===== src/rtl/shared_array_two_stacks_assert.svh =====
// Assertion macros shared by the two-stack block.
// Both macros sample on the rising edge of i_clk; the first one is disabled
// while the synchronous reset is held, the second one is checked always.
`ifndef SHARED_ARRAY_TWO_STACKS_ASSERT_SVH
`define SHARED_ARRAY_TWO_STACKS_ASSERT_SVH

`ifndef SYNTH

`define SAS_ASSERT(label, prop) \
    label: assert property (@(posedge i_clk) disable iff (!i_rst_n) prop) \
        else $error("assertion failed");

`define SAS_ASSERT_ALWAYS(label, prop) \
    label: assert property (@(posedge i_clk) prop) \
        else $error("assertion failed");

`else

`define SAS_ASSERT(label, prop)

`define SAS_ASSERT_ALWAYS(label, prop)

`endif

`endif


===== src/rtl/sas_pkg.sv =====
`timescale 1ns / 1ps

package sas_pkg;

    localparam int DEPTH_DEFAULT = 16;
    localparam int DEPTH_FIELD_W = 5;

    // Request codes. The unused code behaves like a top read.
    localparam logic [1:0] REQ_PUSH = 2'd0;
    localparam logic [1:0] REQ_POP  = 2'd1;
    localparam logic [1:0] REQ_READ = 2'd2;

    // Result status codes.
    localparam logic [1:0] STAT_OK    = 2'd0;
    localparam logic [1:0] STAT_FULL  = 2'd1;
    localparam logic [1:0] STAT_EMPTY = 2'd2;

    typedef enum logic {
        S_IDLE,
        S_HOLD
    } t_state;

    typedef struct packed {
        logic [1:0]         req_type;
        logic               stack_sel;
        logic signed [31:0] push_value;
    } t_in_item;

    typedef struct packed {
        logic signed [31:0]       top_value;
        logic [1:0]               status;
        logic                     low_stack_empty;
        logic                     high_stack_empty;
        logic                     store_full;
        logic [DEPTH_FIELD_W-1:0] low_stack_depth;
        logic [DEPTH_FIELD_W-1:0] high_stack_depth;
    } t_out_item;

    // Command from the controller to the datapath.
    typedef struct packed {
        logic exec;
    } t_dp_cmd;

endpackage


===== src/rtl/sas_ctrl.sv =====
`timescale 1ns / 1ps

module sas_ctrl
    import sas_pkg::*;
(
    input  logic    i_clk,
    input  logic    i_rst_n,
    input  logic    i_in_valid,
    output logic    o_in_stall,
    output logic    o_out_valid,
    input  logic    i_out_stall,
    output t_dp_cmd o_cmd
);

    t_state r_state;
    t_state n_state;
    logic   w_accept;

    always_ff @(posedge i_clk) begin
        if (!i_rst_n) begin
            r_state <= S_IDLE;
        end else begin
            r_state <= n_state;
        end
    end

    // A held result leaves in the same cycle that the next request enters.
    always_comb begin
        unique case (r_state)
            S_IDLE: begin
                n_state = i_in_valid ? S_HOLD : S_IDLE;
            end
            S_HOLD: begin
                if (i_out_stall) begin
                    n_state = S_HOLD;
                end else begin
                    n_state = i_in_valid ? S_HOLD : S_IDLE;
                end
            end
            default: begin
                n_state = S_IDLE;
            end
        endcase
    end

    always_comb begin
        unique case (r_state)
            S_IDLE: begin
                o_in_stall  = 1'b0;
                o_out_valid = 1'b0;
            end
            S_HOLD: begin
                o_in_stall  = i_out_stall;
                o_out_valid = 1'b1;
            end
            default: begin
                o_in_stall  = 1'b1;
                o_out_valid = 1'b0;
            end
        endcase
        w_accept   = i_in_valid && !o_in_stall;
        o_cmd.exec = w_accept;
    end

endmodule


===== src/rtl/sas_datapath.sv =====
`timescale 1ns / 1ps
`include "shared_array_two_stacks_assert.svh"

module sas_datapath
    import sas_pkg::*;
#(
    parameter int DEPTH = DEPTH_DEFAULT
) (
    input  logic      i_clk,
    input  logic      i_rst_n,
    input  t_dp_cmd   i_cmd,
    input  t_in_item  i_item,
    output t_out_item o_item
);

    localparam int CW = $clog2(DEPTH + 1);
    localparam int AW = (DEPTH > 1) ? $clog2(DEPTH) : 1;

    logic signed [31:0] r_mem [DEPTH];

    logic [CW-1:0]      r_low;
    logic [CW-1:0]      r_high;
    logic [CW-1:0]      n_low;
    logic [CW-1:0]      n_high;
    logic [1:0]         r_status;
    logic [1:0]         n_status;
    logic               r_top_zero;
    logic               r_use_push;
    logic signed [31:0] r_push_val;
    logic signed [31:0] r_rd_data;

    logic [CW:0]        w_sum;
    logic               w_full;
    logic [CW-1:0]      w_sel_cnt;
    logic               w_sel_empty;
    logic [CW-1:0]      w_new_sel_cnt;
    logic               w_push_ok;
    logic               w_exec_push;
    logic [AW-1:0]      w_addr;

    assign w_sum       = {1'b0, r_low} + {1'b0, r_high};
    assign w_full      = (w_sum >= (CW + 1)'(DEPTH));
    assign w_sel_cnt   = i_item.stack_sel ? r_high : r_low;
    assign w_sel_empty = (w_sel_cnt == '0);
    assign w_push_ok   = (i_item.req_type == REQ_PUSH) && !w_full;
    assign w_exec_push = i_cmd.exec && w_push_ok;

    always_comb begin
        n_low    = r_low;
        n_high   = r_high;
        n_status = STAT_OK;
        unique case (i_item.req_type)
            REQ_PUSH: begin
                if (w_full) begin
                    n_status = STAT_FULL;
                end else if (i_item.stack_sel) begin
                    n_high = r_high + CW'(1);
                end else begin
                    n_low = r_low + CW'(1);
                end
            end
            REQ_POP: begin
                if (w_sel_empty) begin
                    n_status = STAT_EMPTY;
                end else if (i_item.stack_sel) begin
                    n_high = r_high - CW'(1);
                end else begin
                    n_low = r_low - CW'(1);
                end
            end
            default: begin
                if (w_sel_empty) begin
                    n_status = STAT_EMPTY;
                end
            end
        endcase
    end

    // The new top of the selected stack; for a push it is also the slot written.
    assign w_new_sel_cnt = i_item.stack_sel ? n_high : n_low;
    assign w_addr = i_item.stack_sel ? AW'(CW'(DEPTH) - n_high) : AW'(n_low - CW'(1));

    always_ff @(posedge i_clk) begin
        if (w_exec_push) begin
            r_mem[w_addr] <= i_item.push_value;
        end
        if (i_cmd.exec) begin
            r_rd_data <= r_mem[w_addr];
        end
    end

    always_ff @(posedge i_clk) begin
        if (!i_rst_n) begin
            r_low  <= '0;
            r_high <= '0;
        end else if (i_cmd.exec) begin
            r_low  <= n_low;
            r_high <= n_high;
        end
    end

    always_ff @(posedge i_clk) begin
        if (i_cmd.exec) begin
            r_status   <= n_status;
            r_top_zero <= (w_new_sel_cnt == '0);
            r_use_push <= w_push_ok;
            r_push_val <= i_item.push_value;
        end
    end

    // A word just pushed bypasses the store read, which returns the old entry.
    assign o_item.top_value        = r_top_zero ? 32'sd0 : (r_use_push ? r_push_val : r_rd_data);
    assign o_item.status           = r_status;
    assign o_item.low_stack_empty  = (r_low == '0);
    assign o_item.high_stack_empty = (r_high == '0);
    assign o_item.store_full       = w_full;
    assign o_item.low_stack_depth  = DEPTH_FIELD_W'(r_low);
    assign o_item.high_stack_depth = DEPTH_FIELD_W'(r_high);

    `SAS_ASSERT(a_sum_in_range, (int'(r_low) + int'(r_high)) <= DEPTH)
    `SAS_ASSERT(a_idle_holds_counts, !i_cmd.exec |=> $stable({r_low, r_high}))
    `SAS_ASSERT(a_low_push_grows, w_exec_push && !i_item.stack_sel |=> r_low == $past(r_low) + CW'(1))
    `SAS_ASSERT(a_high_push_grows, w_exec_push && i_item.stack_sel |=> r_high == $past(r_high) + CW'(1))
    `SAS_ASSERT_ALWAYS(a_bypass_not_empty, (i_rst_n && $past(i_rst_n) && r_use_push) |-> !r_top_zero)

endmodule


===== src/rtl/shared_array_two_stacks.sv =====
`timescale 1ns / 1ps
// Two stacks in one store of DEPTH signed 32-bit words. The low stack grows
// upward from entry 0 and the high stack grows downward from entry DEPTH-1.
// Request channel: i_in_valid / o_in_stall carry one transaction of type
// t_in_item (push, pop or top read, plus the stack select and push word).
// Result channel: o_out_valid / i_out_stall carry one t_out_item per
// request: the selected stack's top after the request (0 when empty), a
// status code, both empty flags, the full flag and both depths.
// A request accepted at one edge has its result valid in the following cycle.
// The store is read synchronously at the address of the new top during the
// accept cycle, so one request is in flight at a time; a new request is taken
// in the same cycle that the previous result is taken, which gives one
// transaction per cycle with an idle receiver.
// While the receiver stalls, the result register holds and the request side
// stalls too. Reset (synchronous, active low) empties both stacks at once;
// the store itself is not cleared, since only pushed entries reach the result.
// An unused request code behaves as a top read.

module shared_array_two_stacks
    import sas_pkg::*;
#(
    parameter int DEPTH = DEPTH_DEFAULT
) (
    input  logic      i_clk,
    input  logic      i_rst_n,
    input  logic      i_in_valid,
    output logic      o_in_stall,
    input  t_in_item  i_in_data,
    output logic      o_out_valid,
    input  logic      i_out_stall,
    output t_out_item o_out_data
);

    t_dp_cmd w_cmd;

    // The controller sequences the handshakes and issues one execute per request.
    sas_ctrl u_ctrl (
        .i_clk       (i_clk),
        .i_rst_n     (i_rst_n),
        .i_in_valid  (i_in_valid),
        .o_in_stall  (o_in_stall),
        .o_out_valid (o_out_valid),
        .i_out_stall (i_out_stall),
        .o_cmd       (w_cmd)
    );

    // The datapath holds the counters, the shared store and the result register.
    sas_datapath #(
        .DEPTH (DEPTH)
    ) u_datapath (
        .i_clk   (i_clk),
        .i_rst_n (i_rst_n),
        .i_cmd   (w_cmd),
        .i_item  (i_in_data),
        .o_item  (o_out_data)
    );

endmodule


===== config.mk =====
export PLATFORM = sky130hd
export DESIGN_NAME = shared_array_two_stacks
export DESIGN_NICKNAME = d
export VERILOG_FILES = /design/src/rtl/sas_pkg.sv /design/src/rtl/sas_ctrl.sv /design/src/rtl/sas_datapath.sv /design/src/rtl/shared_array_two_stacks.sv
export VERILOG_INCLUDE_DIRS = /design/src /design/src/rtl
export SDC_FILE = /design/constraint.sdc
export NUM_CORES = 1
export LEC_CHECK = 0
export BUFFER_PORTS_ARGS = -buffer_cell sky130_fd_sc_hd__buf_4
export CELL_PAD_IN_SITES_DETAIL_PLACEMENT = 1
export CELL_PAD_IN_SITES_GLOBAL_PLACEMENT = 2
export CORE_MARGIN = 2
export CORE_UTILIZATION = 48
export CTS_CLUSTER_SIZE = 20
export DETAILED_ROUTE_END_ITERATION = 8
export PLACE_DENSITY_LB_ADDON = 0.2
export SLEW_MARGIN = 10
export SYNTH_ARGS = -nofsm -noshare
export SYNTH_HDL_FRONTEND = slang
export SYNTH_SLANG_ARGS = --single-unit

===== constraint.sdc =====
create_clock -name i_clk -period 7.8 [get_ports i_clk]
set_input_delay 0.39 -clock i_clk [delete_from_list [all_inputs] [get_ports i_clk]]
set_output_delay 0.39 -clock i_clk [all_outputs]
set_load 0.01 [all_outputs]

==> results of run 1 <==
==> layout make-up <==
cell class	count	area [um^2]
Fill cell	4165	21300
Antenna cell	1	2.50
Inverter	7	26.3
Timing Repair Buffer	128	991
Multi-Input combinational cell	513	5410
Clock buffer	71	1520
Clock inverter	35	260
Tap cell	615	769
Sequential cell	591	17600
==> synth_stat cells (2+ instances only) <==
library cell	n
edfxtp_1	580
nand3_1	138
mux4_2	128
nor2_1	55
nand4_1	38
mux2i_1	32
buf_2	22
clkbuf_1	20
buf_6	15
nor3_1	12
dfxtp_1	11
ha_1	11
a21oi_1	10
nand2_1	10
buf_4	9
nor4_1	9
buf_1	7
inv_1	6
xor2_1	6
a211oi_1	4
a31oi_1	4
nand2b_1	4
nor3_2	4
xnor2_1	4
a211oi_2	3
a21o_1	3
and2_1	3
and3_1	3
and4_1	3
mux2_2	2
nor2b_1	2
o211a_1	2
o21a_1	2
o22ai_1	2
or3_1	2
==> layer usage <==
metal  share of wire [%]  vias to the layer above  track usage [%]
met5                   0                        -                0
met4                 2.3                        0             7.11
met3                 5.5                       88             3.75
met2                  49                      342             36.3
met1                  43                     6370             31.7
li1                    -                     5132                -
==> logic make-up (layout without fill, tap and decap cells) <==
logic type | after synthesis | after routing | share of synthesized area, %
adder cells (fa/ha/maj) | 11 | 11 | 0.589
flip-flops | 591 | 591 | 75.5
buffers and inverters | 81 | 241 | 2.05
XOR/XNOR | 11 | 11 | 0.471
AND/OR/NAND/NOR | 287 | 287 | 6.31
multiplexers | 162 | 162 | 13.8
AO/OA/AOI/OAI | 42 | 42 | 1.33
other | 0 | 1 | 0
==> critical path, delay by kind of cell (launching register included) <==
family                   cells  cell delay, ns
flip-flops                   1            0.59
adder cells (fa/ha/maj)      2            0.58
buffers and inverters        2            1.13
AO/OA/AOI/OAI                3            0.85
XOR/XNOR                     1            0.36
AND/OR/NAND/NOR              4            1.60
multiplexers                 1            0.36
==> state kept, by name, summed over array words and instances, names as in the netlist <==
signal                 count
u_ctrl.r_state             1
u_datapath.r_mem         512
u_datapath.r_rd_data      32
u_datapath.r_push_val     32
u_datapath.r_status        2
u_datapath.r_low           5
u_datapath.r_high          5
u_datapath.r_top_zero      1
u_datapath.r_use_push      1
==> final timing paths <==
check	startpoint	end	slack [ns]	cells after the start
setup reg to reg	u_datapath.r_high[2]	u_datapath.r_mem[4][20]	1.96	13
setup / recovery	u_datapath.r_high[2]	u_datapath.r_mem[4][20]	1.96	13
hold reg to reg	u_datapath.r_high[3]	u_datapath.r_high[3]	0.64	2
hold / removal	i_in_data[26]	u_datapath.r_mem[11][26]	0.07	1
==> stage by stage <==
stage	hold slack (ns)	area, um^2	cells	power, mW
floorplan	0.489	23400	1185	4.34
global placement	0.605	24800	1852	4.65
detailed placement	0.613	24800	1852	4.66
CTS	0.0425	26600	1960	7.31
global route	0.0740	26600	1960	7.47
finish	0.0736	26600	1961	7.24
==> timing repair <==
action,4_1_cts,5_1_grt
resized for setup,0,0
hold endpoints to repair,1,0
hold buffers,2,0
==> cell usage in the layout, fill, tap and decap left out, types with 3 or more instances in the layout <==
master	Yosys	layout
clkbuf_16	0	59
bufinv_16	0	3
nor3_2	4	10
nand2b_1	4	4
xnor2_1	4	4
a21oi_1	10	9
and3_1	3	3
a31oi_1	4	4
and4_1	3	3
and2_1	3	3
xor2_1	6	6
nand3_1	138	138
dfxtp_1	11	11
nor4_2	0	8
nand4_1	38	38
edfxtp_1	580	580
nor2_1	55	55
inv_1	6	6
a211oi_1	4	4
nor3_1	12	4
mux2i_1	32	32
clkinv_1	1	17
ha_1	11	11
buf_4	9	124
mux4_2	128	128
clkbuf_1	20	12
nand2_1	10	10
clkinvlp_4	0	3
clkinv_2	0	10
==> where the power goes <==
group	switching, mW	leakage, nW	internal (mW)	total (mW)
registers	0.0342	5.36	3.59	3.62
clock network	1.17	0.867	1.48	2.65
logic	0.568	2.44	0.389	0.957
total	1.77	8.66	5.46	7.24
==> run metrics, run 1 <==
vias per cell=between 6 and 7; Clock Tree Buf Depth=3; H-tree Lvls=2; core area=47,900 um^2; area delta synth->final=13.9%; Slew @ Worst Pin=between 1 and 1.5 ns; DRC=0; Final Hold Fails=0; Hold WC Path Type=in -> reg; number of global-route vias before repair=12,517; die area=~50,000 um^2; VDD IR max=roughly 0.17 mV; Synth Area per Inst=19.7 um^2; crit path max-delay cell type=nor3_2; post-route antenna net violation count=0; final setup vio count=0; Distinct cells, synth=54; leading area contributor after synthesis=edfxtp_1; syn_nets=about 1,200; Mapped Cells=approximately 1,200; Slew Viols, Final=0; Top-Level Pins=88; crit end category=register; PnR worst setup slack=roughly 2 ns; asr flop ratio synth=0%; # Post-CTS Setup Buffers=0; routed vias=approximately 12,000; Max Cap Viol=0; drt pass-1 iters=5; Crit path required time=8.10 ns; crit path DAT=around 6.1 ns; post-DP HPWL=~30 mm; synthesis warning total=0; Clk pin slew, worst setup/hold paths=~0.06 ns; worst-path fanout max=between 60 and 70; RSZ-0062 raised after global routing=no; initial antenna violation count=0; grt ovf=0; Final min period=roughly 5.8 ns; nets=between 1,000 and 1,500; critical path launch point type=register; pwr/cell area=approximately 270 nW/um^2; starting density of the core=a little under 50%; Root Buffer=clkbuf_16; share of the yosys chip area belonging to registers=around 75%; count of flip-flops with a built-in enable after synthesis=between 500 and 600; CTS tree=done; leakage=slightly below 9 nW; drt first-iter violations=just over 1,000; Setup WS pre-CTS=between 1.5 and 2 ns; Die Width=225 um; pin count of the biggest net entering global routing=70; part of the cycle the worst path needs=74.8%; Num CTS Buffers=59; IO Port Bufs=87; layout cell share with drive strength beyond 1=27.1%; tightest slew margin relative to the limit=between 20% and 30%; worst path cell trace=ha_1 -> and4_1 -> o21a_1 -> nor3_1 -> mux2_2 -> a21oi_1 -> ha_1 -> xnor3_1 -> a211oi_4 -> buf_4 -> nand2_1 -> nor3_2 -> buf_4; clk_lat worst skew=0.63 ns; CP peak stage delay=0.81 ns; Finished Core Util=55.5%; die height=roughly 220 um; Max Fclk=around 170 MHz; total clock sinks=about 590; Main synth FF type=edfxtp_1; total track usage=22.5%; Final Wtd Congestion=0.803; FF+latch count, synth=between 500 and 600; Post-Syn Area=roughly 23,000 um^2; Crit Path Category=reg -> reg; first-pass GRT wire length=81.9 mm; post-detailed-route wirelength per cell=between 20 and 30 um; Synth top area share=roughly three quarters; status=finished clean; WL final=55.1 mm; setup TNS=0 ns; Std-Cell Rows=80; clk_skew=~0.013 ns; ranking of synthesized cells by area=edfxtp_1 75%, mux4_2 12%, nand3_1 3.0%
No activity file was read; power rests on OpenSTA's default activity.
==> run 2, diff against run 1 <==
- ABC_AREA: not set -> 1
- CORE_UTILIZATION: 48 -> 37
- clock period: 7.8 -> 5.2 ns (I/O delays scaled with it)
==> run metrics, run 2 <==
status=finished clean; post-detailed-route wirelength per cell=22.7 um (-19%); most common cell in the netlist=nand2_1; Post-Syn Area=25,800 um^2 (+10%); # Post-CTS Setup Buffers=0 (unchanged); syn_nets=2,575 (+110%); Max Cap Viol=0 (unchanged); FF+latch count, synth=591 (unchanged); VDD IR max=0.233 mV (+36%); max FFs per register=512 (unchanged); asr flop ratio synth=0% (unchanged); Synth Area per Inst=10.2 um^2 (-48%); post-DP HPWL=43.5 mm (+45%); die area=71,800 um^2 (+42%); RSZ-0062 raised after global routing=no; H-tree Lvls=3 (+1); leading area contributor after synthesis=edfxtp_1; number of global-route vias before repair=19,517 (+56%); worst-path fanout max=31 (-51%); Hold WC Path Type=in -> reg; fill cell count=7,573 (+82%); Final Hold Fails=0 (unchanged); fin area=29,900 um^2 (+12%); Final Wtd Congestion=0.845 (+5.2%); share of the yosys chip area belonging to registers=68.4% (-7.1 points); post-route antenna net violation count=0 (unchanged); Finished Core Util=43.5% (-12 points); IO Port Bufs=87 (unchanged); clk_skew=0.0241 ns (+0.0116 ns); WL final=81.5 mm (+48%); Final min period=4.37 ns (-1.47 ns); first-pass GRT wire length=123 mm (+50%); crit end category=register; Finished Layout Cells=3,596 (+83%); dpl cells=3,446 (+86%); leakage=12.3 nW (+42%); minimum hold slack=0.0258 ns (-0.0479 ns); grt ovf=0 (unchanged); total clock sinks=591 (unchanged); Std-Cell Rows=96 (+20%); Antenna Cells=0 (-1); Slew @ Worst Pin=1.10 ns (+0.0405 ns); placed instance area=27,500 um^2 (+11%); pin count of the biggest net entering global routing=140 (+100%); Synth top area share=67.5% (-7.0 points); Biggest register=u_datapath.r_mem; drt pass-1 iters=5 (unchanged); post-cts sizing count=0 (unchanged); Clk pin slew, worst setup/hold paths=0.06 ns (about the same); DRC=0 (unchanged); clk_lat worst skew=0.62 ns (about the same); nets=2,660 (+97%); Mapped Cells=2,525 (+110%); most common cell after layout, fill and taps aside=nand2_1; core area=68,800 um^2 (+44%); Slew Viols, Final=0 (unchanged); area delta synth->final=16.0%; Main synth FF type=edfxtp_1; Top-Level Pins=88 (unchanged); setup TNS=0 ns (unchanged); Clock Tree Buf Depth=3 (unchanged); ranking of synthesized cells by area=edfxtp_1 68%, nand2_1 19%, nand3_1 5.6%; count of flip-flops with a built-in enable after synthesis=580 (unchanged); list of most frequent post-synthesis cells=1,315 x nand2_1, 580 x edfxtp_1, 288 x nand3_1; pwr/cell area=410 nW/um^2 (+51%); part of the cycle the worst path needs=84.0% (+9.2 points); critical path launch point type=register; CTS tree=done; Num CTS Buffers=67 (+14%); layout cell share with drive strength beyond 1=10.3% (-17 points); die height=268 um (+19%); crit path DAT=4.69 ns (-1.45 ns); routed vias=18,564 (+56%); total track usage=23.1% (+0.65 points); most frequent cells in the layout=1,312 x nand2_1, 580 x edfxtp_1, 288 x nand3_1, 126 x buf_4, 69 x clkbuf_16; Distinct cells, synth=29 (-46%); tightest slew margin relative to the limit=26.7% (-2.7 points); top flop regs=u_datapath.r_mem x512, u_datapath.r_push_val x32, u_datapath.r_rd_data x32; Max Fclk=229 MHz (+34%); final setup vio count=0 (unchanged); initial antenna violation count=0 (unchanged); Die Width=268 um (+19%); synthesis warning total=0 (unchanged); vias per cell=5.16 (-15%); drt first-iter violations=1,270 (+25%); Crit path required time=5.52 ns (-2.58 ns); Crit Path Category=reg -> reg; starting density of the core=37.5% (-11 points); Root Buffer=clkbuf_16
run 2: cell count changes in the layout (fill, tap and decap cells not counted), sizes merged, moves of 9 or more:
cell         before   now
mux4            128     0
a21oi            10    44
inv               9    52
nand3           138   292
clkbuf           71    81
buf             126   138
nand2            10  1322
mux2i            32     0
nor3             16     1
nor4              9     0
dlygate4sd3       2    26
nor2             55    33
o21ai             2    14
nand4            38     5
run 2: cells by family (layout without fill, tap and decap cells):
family | count (synthesis) | in the layout | synth area share (%)
flops | 591 | 591 | 68.4
compound gates | 65 | 65 | 1.32
fa+ha+maj | 11 | 11 | 0.534
xor+xnor | 5 | 5 | 0.170
buf+inv | 197 | 337 | 3.78
simple gates | 1656 | 1656 | 25.8
run 2: path summary, 6_finish.rpt:
kind,from,end,slack (ns),depth (start not counted)
min,i_in_data[24],u_datapath.r_mem[6][24],0.03,1
min reg2reg,u_datapath.r_low[4],u_datapath.r_low[4],0.60,2
max reg2reg,u_datapath.r_low[1],u_datapath.r_mem[7][27],0.83,17
max,u_datapath.r_low[1],u_datapath.r_mem[7][27],0.83,17
run 2: per-stage QoR:
stage | setup WS, ns | total power, mW
CTS | 0.818 | 12.4
detailed placement | 0.833 | 7.72
floorplan | 0.807 | 6.90
global placement | 0.933 | 7.70
finish | 0.832 | 12.3
global route | 0.531 | 12.8
run 2: final cells by class:
| type | instances | area [um^2] | share of cell area (%) |
|---|---|---|---|
| well taps | 931 | 1160 | 3.89 |
| inverters | 49 | 186 | 0.623 |
| multi-input cells | 1737 | 7360 | 24.6 |
| repair buffers | 164 | 1450 | 4.83 |
| clock buffers | 81 | 1770 | 5.92 |
| clock inverters | 43 | 362 | 1.21 |
| flip-flops and latches | 591 | 17600 | 58.9 |
run 2: layer usage:
metal  wire (um)  track usage, %  up-vias
met5           0               0        -
met4        1870            5.93        0
met3        2550            2.80      122
met2       40200            40.3      332
met1       36900            30.7     9506
li1            -               -     8604
run 2: report_power, final:
group / switching [mW] / total (mW) / internal, mW
Sequential: 0.0502 / 5.43 / 5.38
Combinational: 1.60 / 2.19 / 0.588
Clock: 1.96 / 4.65 / 2.69
Total: 3.61 / 12.3 / 8.66
run 2: repair_timing:
action | 4_1_cts | 5_1_grt
hold buffers | 26 | 0
setup endpoints to repair | 0 | 0
hold endpoints to repair | 292 | 0
run 2: critical path, stage by stage (launching register included):
cell and delay (ns):
dfxtp_1 0.50, ha_1 0.29, nand3_1 0.08, nand2_1 0.05, nand2_1 0.05, nand2_1 0.06
nand2_2 0.10, nand3_1 0.25, nand2_1 0.14, nand2_1 0.12, nand2_1 0.12, nand3_1 0.15
nand3_4 0.41, nand2_4 0.29, inv_1 0.14, nand3_1 0.34, nor2_4 0.67, buf_4 0.30
